`src/rtl/core/arr_pkg.sv`:
```
// Shared constants, codes and types of the row resampler.
// No dependencies; used by arr_lane, the top level and the checker.
package arr_pkg;

    localparam int LINE_AW      = 11;
    localparam int OUT_AW       = 10;
    localparam int TAP_AW       = 5;
    localparam int TAPS_MAX     = 32;
    localparam int PRECISION    = 22;
    localparam int WEIGHT_W     = 23;
    localparam int ACC_W        = 36;
    localparam int LANES        = 4;
    localparam int WIN_W        = 17;
    localparam int RESULT_LIMIT = 64;
    localparam logic [11:0] LINE_MAX = 12'd2048;
    localparam logic [10:0] OUT_MAX  = 11'd1024;

    localparam logic [1:0] REQ_WEIGHT = 2'd0;
    localparam logic [1:0] REQ_WINDOW = 2'd1;
    localparam logic [1:0] REQ_PIXEL  = 2'd2;
    localparam logic [1:0] REQ_RSVD   = 2'd3;

    localparam logic [3:0] ADDR_SRC_WIDTH     = 4'h0;
    localparam logic [3:0] ADDR_DST_WIDTH     = 4'h4;
    localparam logic [3:0] ADDR_CHANNEL_COUNT = 4'h8;

    typedef enum logic [2:0] {
        ST_IDLE,
        ST_WIN,
        ST_CHECK,
        ST_TAP,
        ST_STORE,
        ST_FINISH
    } state_t;

    typedef struct packed {
        logic clear;
        logic acc;
    } lane_ctl_t;

endpackage

```
`src/rtl/core/arr_lane.sv`:
```
// One channel lane: multiply-accumulate over the taps, then round and clamp.
// Depends on arr_pkg.
module arr_lane (
    input  logic                         clk,
    input  arr_pkg::lane_ctl_t           ctl,
    input  logic [7:0]                   pix,
    input  logic [arr_pkg::WEIGHT_W-1:0] weight,
    output logic [7:0]                   res
);

    logic [arr_pkg::ACC_W-1:0] acc_reg;
    logic [arr_pkg::ACC_W-1:0] acc_next;
    logic [30:0]               prod;
    logic [arr_pkg::ACC_W-arr_pkg::PRECISION-1:0] shifted;

    assign prod = 31'(pix) * 31'(weight);

    always_comb
    begin
        acc_next = acc_reg;
        if (ctl.clear)
        begin
            // Start from one half so the final shift rounds to nearest.
            acc_next = arr_pkg::ACC_W'(1) << (arr_pkg::PRECISION - 1);
        end
        else if (ctl.acc)
        begin
            acc_next = acc_reg + arr_pkg::ACC_W'(prod);
        end
    end

    always_ff @(posedge clk)
    begin
        acc_reg <= acc_next;
    end

    assign shifted = acc_reg[arr_pkg::ACC_W-1:arr_pkg::PRECISION];
    assign res = (shifted > 14'd255) ? 8'd255 : shifted[7:0];

endmodule

```
`config.mk`:
```
export PLATFORM = sky130hd
export DESIGN_NAME = arr_lane
export DESIGN_NICKNAME = d
export VERILOG_FILES = /design/src/rtl/core/arr_pkg.sv /design/src/rtl/core/arr_lane.sv
export SDC_FILE = /design/constraint.sdc
export NUM_CORES = 1
export LEC_CHECK = 0
export BUFFER_PORTS_ARGS = -buffer_cell sky130_fd_sc_hd__clkbuf_2
export CAP_MARGIN = 0
export CORE_MARGIN = 2
export CORE_UTILIZATION = 60
export DETAILED_ROUTE_END_ITERATION = 12
export PLACE_DENSITY_LB_ADDON = 0.3
export SYNTH_ARGS = -nofsm -noshare
export SYNTH_HDL_FRONTEND = slang
export SYNTH_SLANG_ARGS = --single-unit
export TNS_END_PERCENT = 20
```
`constraint.sdc`:
```
create_clock -name clk -period 10.3 [get_ports clk]
set_input_delay 2.06 -clock clk [delete_from_list [all_inputs] [get_ports clk]]
set_output_delay 2.06 -clock clk [all_outputs]
set_load 0.01 [all_outputs]
```
# Word-level counts from Yosys, hierarchy flattened
# Cells that the tools add are included.
[totals]
elab_cells = 5
ff_bits = 36
[classes]
multipliers = 1
magnitude_cmp = 1
n_mux = 1
add_sub_neg = 1
[op_table]
columns = ["op", "n"]
rows = [
  ["36-bit by 31-bit adder with 36-bit output", 1],
  ["8-bit by 23-bit multiplier with 31-bit output", 1],
  ["14-bit by 8-bit greater-than comparator with 1-bit output (second input constant)", 1],
  ["8-bit two-way mux", 1],
]

# Depth between registers and ports, before layout
# Gate-level depths: netlist (run 1).
[depth]
depth_word = 2
mapped_depth = 20
depth_no_buf = 19

# Worst setup path after synthesis (run 1)
# No wires, ideal clock.
[synth_path]
path_type = "in2reg"
start = "in pix[7]"
end = "reg acc_reg[27] (netlist name)"
stages = 19
setup_slack_ps = 3580
arrival_ps = 6604
required_time_ps = 10185
path_buffers = 1
cell_sequence = "clkbuf_1 -> nand2_1 -> fa_1 -> fa_1 -> inv_1 -> fa_1 -> inv_1 -> fa_1 -> inv_1 -> ha_1 -> o21ai_1 -> o211ai_1 -> a41o_1 -> a311o_1 -> a41o_4 -> a21boi_4 -> xor2_1 -> nor2_1 -> a31o_1"
[synth_between]
elab_chain_cells = 2
[synth_lines]
columns = ["item", "line_no", "text"]
rows = [
  ["start, declared", "arr_lane.sv:6", "input logic [7:0] pix,"],
  ["8-bit by 23-bit multiplier with 31-bit output", "arr_lane.sv:16", "assign prod = 31'(pix) * 31'(weight);"],
  ["36-bit by 31-bit adder with 36-bit output", "arr_lane.sv:28", "acc_next = acc_reg + arr_pkg::ACC_W'(prod);"],
  ["end signal, assigned", "arr_lane.sv:34", "acc_reg <= acc_next;"],
  ["end, declared", "arr_lane.sv:11", "logic [arr_pkg::ACC_W-1:0] acc_reg;"],
]
# No other way between the ends.
# A chain may end at the register's enable or synchronous reset.

# Final worst setup path (run 1)
[layout_path]
start = "in pix[6]"
end = "reg acc_reg[24] (netlist name)"
# Same word-level chain as after synthesis.

==> results of run 1 <==
cell usage after synthesis (4+ instances only):
| master | number | area share, % |
|---|---|---|
| inv_1 | 202 | 9.4 |
| fa_1 | 155 | 38 |
| and2_1 | 123 | 9.5 |
| nand2_1 | 90 | 4.2 |
| ha_1 | 56 | 8.7 |
| nor2_1 | 38 | 1.8 |
| dfxtp_1 | 36 | 8.9 |
| clkbuf_1 | 33 | 1.5 |
| a21oi_1 | 27 | 1.7 |
| nand3_1 | 18 | 1.1 |
| o21ai_0 | 17 | 1.1 |
| xnor2_1 | 17 | 1.8 |
| mux2i_1 | 16 | 2.0 |
| a21o_1 | 14 | 1.3 |
| nand4_1 | 8 | 0.62 |
| xor2_1 | 7 | 0.76 |
| a211oi_1 | 6 | 0.56 |
| o21bai_1 | 6 | 0.56 |
| a31oi_1 | 4 | 0.31 |
| buf_1 | 4 | 0.19 |
| nor3_1 | 4 | 0.25 |
| o211ai_1 | 4 | 0.37 |
| or2_2 | 4 | 0.31 |
cell type report:
| type | instances | area [um2] |
|---|---|---|
| Sequential cell | 36 | 721 |
| Multi-Input combinational cell | 658 | 6470 |
| Timing Repair Buffer | 43 | 220 |
| Inverter | 202 | 758 |
| Fill cell | 1177 | 4650 |
| Tap cell | 176 | 220 |
| Clock buffer | 8 | 146 |
per-stage QoR:
| stage | worst slack (ns) | instance area [um2] | utilization (%) | hold WS (ns) |
|---|---|---|---|---|
| final | 3.15 | 8540 | 64.7 | 0.483 |
| after global routing | 2.78 | 8540 | 64.7 | 0.512 |
| after CTS | 3.21 | 8540 | 64.7 | 0.483 |
| after detailed placement | 2.95 | 8390 | 63.6 | 0.471 |
| after global placement | 3.05 | 8390 | 63.6 | 0.438 |
| after floorplan | 3.58 | 8090 | - | 0.425 |
per-layer routing:
| layer | vias to the layer above | global-route usage [%] | share of wire [%] |
|---|---|---|---|
| met1 | 3096 | 38.1 | 45 |
| met4 | 0 | 4.12 | 0.95 |
| li1 | 2900 | - | - |
| met3 | 12 | 2.61 | 3.8 |
| met2 | 147 | 47.6 | 50 |
| met5 | - | 0 | 0 |
worst max-delay path by stage:
stage                   to  slack [ns]  cells after the start
2_1_floorplan  acc_reg[27]        3.58                     19
3_3_place_gp   acc_reg[30]        3.05                     18
3_5_place_dp   acc_reg[30]        2.95                     18
4_1_cts        acc_reg[30]        3.21                     18
5_1_grt        acc_reg[30]        2.78                     18
6_report       acc_reg[24]        3.15                     18
layout by cell type, fill, tap and decap left out, drive strengths merged, types with 6 or more instances in the layout:
cell	n
a211oi	7
and2	123
mux2i	16
nand3	18
nor2	38
a21oi	28
nand4	8
inv	202
o21bai	6
xnor2	17
a21o	16
clkbuf	49
fa	155
dfxtp	36
ha	56
xor2	7
nand2	90
o21ai	20
critical path, cell delays in order:
cell and delay, ns:
clkbuf_2 0.40, nand2_1 0.15, fa_1 0.53, fa_1 0.56, inv_1 0.06, fa_1 0.54
inv_1 0.06, fa_1 0.53, inv_1 0.04, ha_1 0.34, a21oi_1 0.14, nand3_1 0.17
a21oi_2 0.23, o211ai_1 0.19, a221oi_1 0.54, o21ai_1 0.28, or3_1 0.39, o311ai_0 0.08
cells by family (layout without fill, tap and decap cells):
family	Yosys count	after routing	synth area share [%]
AOI/OAI and AO/OA	109	109	9.44
adders and majority gates	211	211	47.0
muxes	16	16	1.98
DFF	36	36	8.91
buffers and inverters	239	253	11.1
xor gates and xnor gates	24	24	2.60
and+or+nand+nor	298	298	19.0
==> impl_metrics.tcl, run 1 <==
set metrics [dict create \
    fin_setup_tns_ns 0 \
    synth-main-ff-cell "dfxtp_1" \
    postCtsResizedCells 0 \
    yosys_warnings 0 \
    crit_path_start "pix[6]" \
    asyncSetResetFlopFracSynth_pct 0 \
    clkSinkCount 36 \
    cts-buffers-inserted 5 \
    coreArea_um2 13200 \
    vias_per_cell 5.48 \
    cts_htree_levels 2 \
    post_cts.repair.setup_buffers 0 \
    worst_hold_startpoint "acc_reg[29]" \
    synth.distinct_cells 53 \
    global_route_wire_length_before_repair_mm 31.8 \
    finalWeightedCongestion 0.908 \
    mappedNetlistNets 1178 \
    cts_hold_buffers 0 \
    count_of_flip_flops_with_a_built_in_enable_after_synthesis 0 \
    buffer_ports.inserted 41 \
    final.period_utilization_pct 69.4 \
    floorplan.die_area_um2 14400 \
    worst_setup_path_end_kind "register" \
    maxSlewHeadroom_pct 45.6 \
    post-place-cells 1115 \
    worst_clock_skew_on_the_final_layout_ns 0.00804 \
    critPathKind "in -> reg" \
    setup_viol 0 \
    crit-reg2reg-capture "acc_reg[24]" \
    finalHoldViolations 0 \
    antenna_violations_before_repair 0 \
    holdPathStages 2 \
    worst_skew_pair.late_latency_ns 0.28 \
    r2r_start "acc_reg[7]" \
    gr-usage-all-layers_pct 27.4 \
    fin_crit_ns 7.15 \
    crit_path_max_fanout 23 \
    timing.hold.worst.class "reg -> reg" \
    drt-wirelength-per-cell_um 15.9 \
    tightestPinTransition_ns 0.817 \
    std_cell_rows 42 \
    grt_setup_unrepaired "false" \
    synth_seq_area_share_pct 8.91 \
    die_w_um 120 \
    synth.ff_latch_count 36 \
    synth_area_per_cell_um2 8.67 \
    io_pins 42 \
    worst_ep_required_time_ns 10.47 \
    cts_tree "yes" \
    globalRoute.totalOverflow 0 \
    die_height_um 120 \
    critical_path_arrival_ns 7.32 \
    detailed_place_hpwl_mm 14.4 \
    min_to "acc_reg[29]" \
    layout.nets 1191 \
    clockBufferDepth 2 \
    worst_setup_path_start_kind "input pin" \
    drc_errors 0 \
    worst_setup_hold_path_clk_slew_ns 0.06 \
    syn_area_um2 8090 \
    r2r_setup_slack_ns 5.26 \
    floorplan.initialDensity_pct 61.3 \
    finalNonFillerCells 1123 \
    largest_register_ffs 36 \
    reg2reg_depth 17 \
    cts-root-buf "clkbuf_16" \
    drt-initial-drc-count 283 \
    postRouteWirelength_mm 17.9 \
    first_global_vias 6558 \
    number_of_iterations_in_the_first_detailed_routing_pass 4 \
    finalMaxSlewViolations 0 \
    vias 6155 \
    diodes_inserted 0 \
    run_status "complete, no violations" \
    number_of_instances_in_the_synthesized_netlist 933 \
    grt_start_max_net_pins 42 \
    number_of_nets_with_antenna_violations_after_routing 0 \
    timing.fmax_mhz 140 \
    synthToLayoutAreaGrowth_pct 5.54 \
    post_route_cells_drive_above_1_share_pct 6.44 \
    cap_viol_max_count 0 \
]
Power of run 1 is not shown: default switching activity piles up to over one toggle a cycle in this logic, so the estimate is an artifact.
==> inputs of run 2 (changes only) <==
==> constraint.sdc (replaced) <==
create_clock -name clk -period 7.2 [get_ports clk]
set_input_delay 1.44 -clock clk [delete_from_list [all_inputs] [get_ports clk]]
set_output_delay 1.44 -clock clk [all_outputs]
set_load 0.01 [all_outputs]
==> run 2 against run 1 <==
  * Worst hold slack got worse by 0.0095 ns
  * Sequential share of layout area did not move
  * Flip-flop and latch count did not move
  * Die area did not move
  * Clock-buffer cell count did not move
  * Worst setup slack got worse by 2.5 ns
  * Critical path type unchanged
  * Clock skew rose by 0.0018 ns
  * Largest cell class unchanged
  * Non-clock buffer count did not move
  * Critical endpoint is now acc_reg[30]
  * Critical path depth did not move
  * Design area did not move
==> impl_metrics.tcl, run 2 (synthesis gave the netlist of run 1 again) <==
set metrics [dict create \
    run_status "complete, no violations" \
    worst_ep_required_time_ns 7.42 \
    timing.critical_path.slowest_cell_delay_ns 0.56 \
    maxSlewHeadroom_pct 42.0 \
    number_of_nets_with_antenna_violations_after_routing 0 \
    critical_path_arrival_ns 6.80 \
    synthToLayoutAreaGrowth_pct 5.54 \
    layout.nets 1191 \
    floorplan.die_area_um2 14400 \
    largest_register_ffs 36 \
    clkSinkCount 36 \
    coreArea_um2 13200 \
    critPathKind "in -> reg" \
    global_route_wire_length_before_repair_mm 31.4 \
    floorplan.initialDensity_pct 61.3 \
    diodes_inserted 0 \
    grt_start_max_net_pins 42 \
    postCtsResizedCells 0 \
    post_route_cells_drive_above_1_share_pct 6.44 \
    timing.hold.worst.class "reg -> reg" \
    path_buf_inv 4 \
    worst_setup_path_end_kind "register" \
    fin_setup_tns_ns 0 \
    layout.cells.most_common "inv_1" \
    clockBufferDepth 2 \
    fillers 1110 \
    finalHoldViolations 0 \
    drt-initial-drc-count 269 \
    vias_per_cell 5.50 \
    std_cell_rows 42 \
    post_cts.repair.setup_buffers 0 \
    finalMaxSlewViolations 0 \
    setup_viol 0 \
    number_of_iterations_in_the_first_detailed_routing_pass 5 \
    gr-usage-all-layers_pct 27.1 \
    most-common-layout-cells "202 x inv_1, 155 x fa_1, 123 x and2_1, 90 x nand2_1, 56 x ha_1" \
    buffer_ports.inserted 41 \
    tightestPinTransition_ns 0.871 \
    detailed_place_hpwl_mm 14.3 \
    crit_slowest_cell "fa_1" \
    first_global_vias 6495 \
    cts_htree_levels 2 \
    die_w_um 120 \
    cap_viol_max_count 0 \
    drc_errors 0 \
    crit_path_max_fanout 23 \
    drt-wirelength-per-cell_um 15.9 \
    globalRoute.totalOverflow 0 \
    finalWeightedCongestion 0.910 \
    cts_tree "yes" \
    final.period_utilization_pct 91.3 \
    cp_common_cell "fa_1" \
    timing.fmax_mhz 152 \
    worst_clock_skew_on_the_final_layout_ns 0.00985 \
    cts_hold_buffers 0 \
    crit_family "adder cells" \
    io_pins 42 \
    antenna_violations_before_repair 0 \
    worst_setup_path_start_kind "input pin" \
    grt_setup_unrepaired "false" \
    postRouteWirelength_mm 17.9 \
    worst_setup_hold_path_clk_slew_ns 0.06 \
    fin_crit_ns 6.58 \
    cts-root-buf "clkbuf_16" \
    vias 6178 \
    worst_skew_pair.late_latency_ns 0.28 \
    cts-buffers-inserted 5 \
    die_height_um 120 \
    path_cells "clkbuf_2, nand2_1, fa_1, fa_1, inv_1, fa_1, inv_1, fa_1, inv_1, ha_1, a21oi_1, nand3_1, a21oi_2, o211ai_1, a31oi_1, o21ai_0, a2111o_1, nand3_1" \
]
[run 2: cell counts in the layout (fill, tap and decap cells not counted)]
Identical to the previous run, type by type.
[run 2: path summary, 6_finish.rpt]
path                            cells after the start   startpoint     endpoint  slack, ns
worst max register to register                     17   acc_reg[7]  acc_reg[30]       2.10
worst min-delay path                                2  acc_reg[29]  acc_reg[29]       0.47
worst min register to register                      2  acc_reg[29]  acc_reg[29]       0.47
worst max-delay path                               18       pix[7]  acc_reg[30]       0.62
[run 2: tightest hold or removal path, stage by stage (launching register included)]
cell	delay (ns)
dfxtp_1	0.33
nand2_1	0.05
o21ai_0	0.06
[run 2: metal layers]
metal | vias to the layer above | track usage, % | wire length [um]
li1 | 2898 | - | -
met1 | 3083 | 37.6 | 8110
met2 | 171 | 46.0 | 8760
met3 | 26 | 3.23 | 769
met4 | 0 | 6.03 | 260
met5 | - | 0 | 0
[run 2: layout make-up]
| cell class | count | area [um2] | area share (%) |
|---|---|---|---|
| clock buffers | 8 | 146 | 1.72 |
| inverters | 202 | 758 | 8.88 |
| repair buffers | 43 | 220 | 2.58 |
| multi-input cells | 658 | 6470 | 75.8 |
| well taps | 176 | 220 | 2.58 |
| flip-flops and latches | 36 | 721 | 8.44 |
[run 2: through the flow]
step / cells / utilization [%] / hold slack, ns / cell area (um2) / setup slack, ns
final: 1123 / 64.7 / 0.473 / 8540 / 0.623
after global routing: 1123 / 64.7 / 0.511 / 8540 / 0.222
after CTS: 1123 / 64.7 / 0.482 / 8540 / 0.716
after detailed placement: 1115 / 63.6 / 0.469 / 8390 / 0.472
after global placement: 1115 / 63.6 / 0.438 / 8390 / 0.567
after floorplan: 933 / - / 0.425 / 8090 / 1.10
Power of run 2 is left out for the same reason.
==> inputs of run 3 (changes only) <==
--- a/config.mk
+++ b/config.mk
@@ -8,9 +8,10 @@
 export BUFFER_PORTS_ARGS = -buffer_cell sky130_fd_sc_hd__clkbuf_2
 export CAP_MARGIN = 0
 export CORE_MARGIN = 2
-export CORE_UTILIZATION = 60
+export CORE_UTILIZATION = 58
 export DETAILED_ROUTE_END_ITERATION = 12
 export PLACE_DENSITY_LB_ADDON = 0.3
+export RECOVER_POWER = 100
 export SYNTH_ARGS = -nofsm -noshare
 export SYNTH_HDL_FRONTEND = slang
 export SYNTH_SLANG_ARGS = --single-unit
==> constraint.sdc (replaced) <==
create_clock -name clk -period 5.9 [get_ports clk]
set_input_delay 1.18 -clock clk [delete_from_list [all_inputs] [get_ports clk]]
set_output_delay 1.18 -clock clk [all_outputs]
set_load 0.05 [all_outputs]
==> run 3 against run 2 <==
  * Non-clock buffer count rose by 54
  * First-iteration DRC count rose by 10%
  * Cell count rose by 5.2%
  * Highest routed layer unchanged
==> impl_metrics.tcl, run 3 (synthesis gave the netlist of run 1 again) <==
set metrics [dict create \
    critPathKind "in -> reg" \
    met3WireLength_um 517 \
    path_cells "clkbuf_4, nand2_1, fa_1, fa_1, inv_1, fa_1, inv_1, fa_1, inv_1, ha_1, o21ai_1, o211ai_1, a41o_1, a311o_1, a41o_4, a21boi_4, o21ai_0, xnor2_1, o21ai_0" \
    first_global_vias 6562 \
    detailed_place_hpwl_mm 15.1 \
    cap_viol_max_count 0 \
    floorplan.initialDensity_pct 58.7 \
    clkSinkCount 36 \
    globalRoute.totalOverflow 0 \
    worst_setup_path_start_kind "input pin" \
    tightestPinTransition_ns 1.08 \
    critical_path_arrival_ns 5.88 \
    post-place-cells 1173 \
    post_route_cells_drive_above_1_share_pct 10.8 \
    worst_skew_pair.late_latency_ns 0.28 \
    worst_ep_required_time_ns 6.05 \
    path_buf_inv 4 \
    cp_common_cell "fa_1" \
    largest_register_ffs 36 \
    fin_crit_ns 5.72 \
    coreArea_um2 13800 \
    die_w_um 122 \
    std_cell_rows 43 \
    maxSlewHeadroom_pct 28.0 \
    crit_path_max_fanout 11 \
    grt_setup_unrepaired "true" \
    layout.nets 1245 \
    finalMaxSlewViolations 0 \
    maxUsedRoutingLayer "met4" \
    worst_hold_slack_ns 0.476 \
    postRouteWirelength_mm 18.0 \
    crit_slowest_cell "fa_1" \
    detail_route.wirelength.met1_mm 7.93 \
    crit_family "adder cells" \
    cts_htree_levels 2 \
    number_of_nets_with_antenna_violations_after_routing 0 \
    synthToLayoutAreaGrowth_pct 11.2 \
    run_status "complete, no violations" \
    grt_start_max_net_pins 42 \
    vias 6343 \
    worst_setup_path_end_kind "register" \
    timing.hold.worst.class "reg -> reg" \
    layout.cells.most_common "inv_1" \
    antenna_violations_before_repair 0 \
    finalWeightedCongestion 0.861 \
    die_height_um 122 \
    cts-buffers-inserted 5 \
    drc_errors 0 \
    gr-usage-all-layers_pct 25.6 \
    worst_setup_hold_path_clk_slew_ns 0.05 \
    drt-initial-drc-count 297 \
    timing.critical_path.slowest_cell_delay_ns 0.55 \
    final.period_utilization_pct 97.0 \
    cts-root-buf "clkbuf_16" \
    buffer_ports.inserted 41 \
    worst_clock_skew_on_the_final_layout_ns 0.0101 \
    floorplan.die_area_um2 14900 \
    dr_wl_met2_mm 9.33 \
    drt-wirelength-per-cell_um 15.2 \
    global_route_wire_length_before_repair_mm 30.5 \
    clockBufferDepth 2 \
    setup_viol 0 \
    number_of_iterations_in_the_first_detailed_routing_pass 5 \
    io_pins 42 \
    vias_per_cell 5.37 \
    finalNonFillerCells 1181 \
    most-common-layout-cells "202 x inv_1, 155 x fa_1, 123 x and2_1, 90 x nand2_1, 54 x ha_1" \
    post_cts.repair.setup_buffers 0 \
    diodes_inserted 0 \
    finalHoldViolations 0 \
    cts_tree "yes" \
    timing.fmax_mhz 175 \
]
run 3: changes by cell type in the layout (fill, tap and decap cells not counted), moves of 3 or more:
cell      previous run  this run
clkbuf_1             2        12
o21ai_1              3         6
buf_4                2        52
clkbuf_2            41        28
buf_2                0         3
o21ai_0             17        14
run 3: metrics by stage:
step                utilization, %  area (um2)  TNS [ns]  worst slack, ns
CTS                           65.2        8980         0           0.0908
floorplan                        -        8090         0           0.0604
finish                        65.3        8990         0            0.177
detailed placement            64.0        8810     -1.35           -0.200
global route                  65.3        8990    -0.139          -0.0410
global placement              64.0        8810    -0.209          -0.0641
run 3: area by class of cell:
type	count	area (um2)
clock inverter	2	35.0
clock buffer	6	129
sequential	36	721
tap	180	225
multi-input combinational	658	6500
fill	1180	4780
inverter	202	758
timing repair buffer	97	622
run 3: what timing repair did:
action                                 CTS  global route
setup endpoints to repair                0            13
endpoints found under the hold margin    0             0
hold buffers                             0             0
resized for setup                        0            14
run 3: path summary, 6_finish.rpt:
kind              depth (start not counted)        start  slack (ns)     endpoint
setup / recovery                         19       pix[6]        0.18  acc_reg[29]
hold / removal                            2  acc_reg[31]        0.48  acc_reg[31]
hold reg to reg                           2  acc_reg[31]        0.48  acc_reg[31]
setup reg to reg                         19   acc_reg[3]        1.08  acc_reg[29]
run 3: layer usage:
| metal | GRT usage (%) | vias to the layer above |
|---|---|---|
| li1 | - | 3015 |
| met1 | 34.4 | 3190 |
| met2 | 46.0 | 116 |
| met3 | 2.06 | 22 |
| met4 | 4.53 | 0 |
| met5 | 0 | - |
run 3: worst min-delay path, cell delays in order (launching register included):
cell and delay (ns):
dfxtp_1 0.32, nand2_1 0.05, o21ai_1 0.05
Power of run 3 is left out for the same reason.
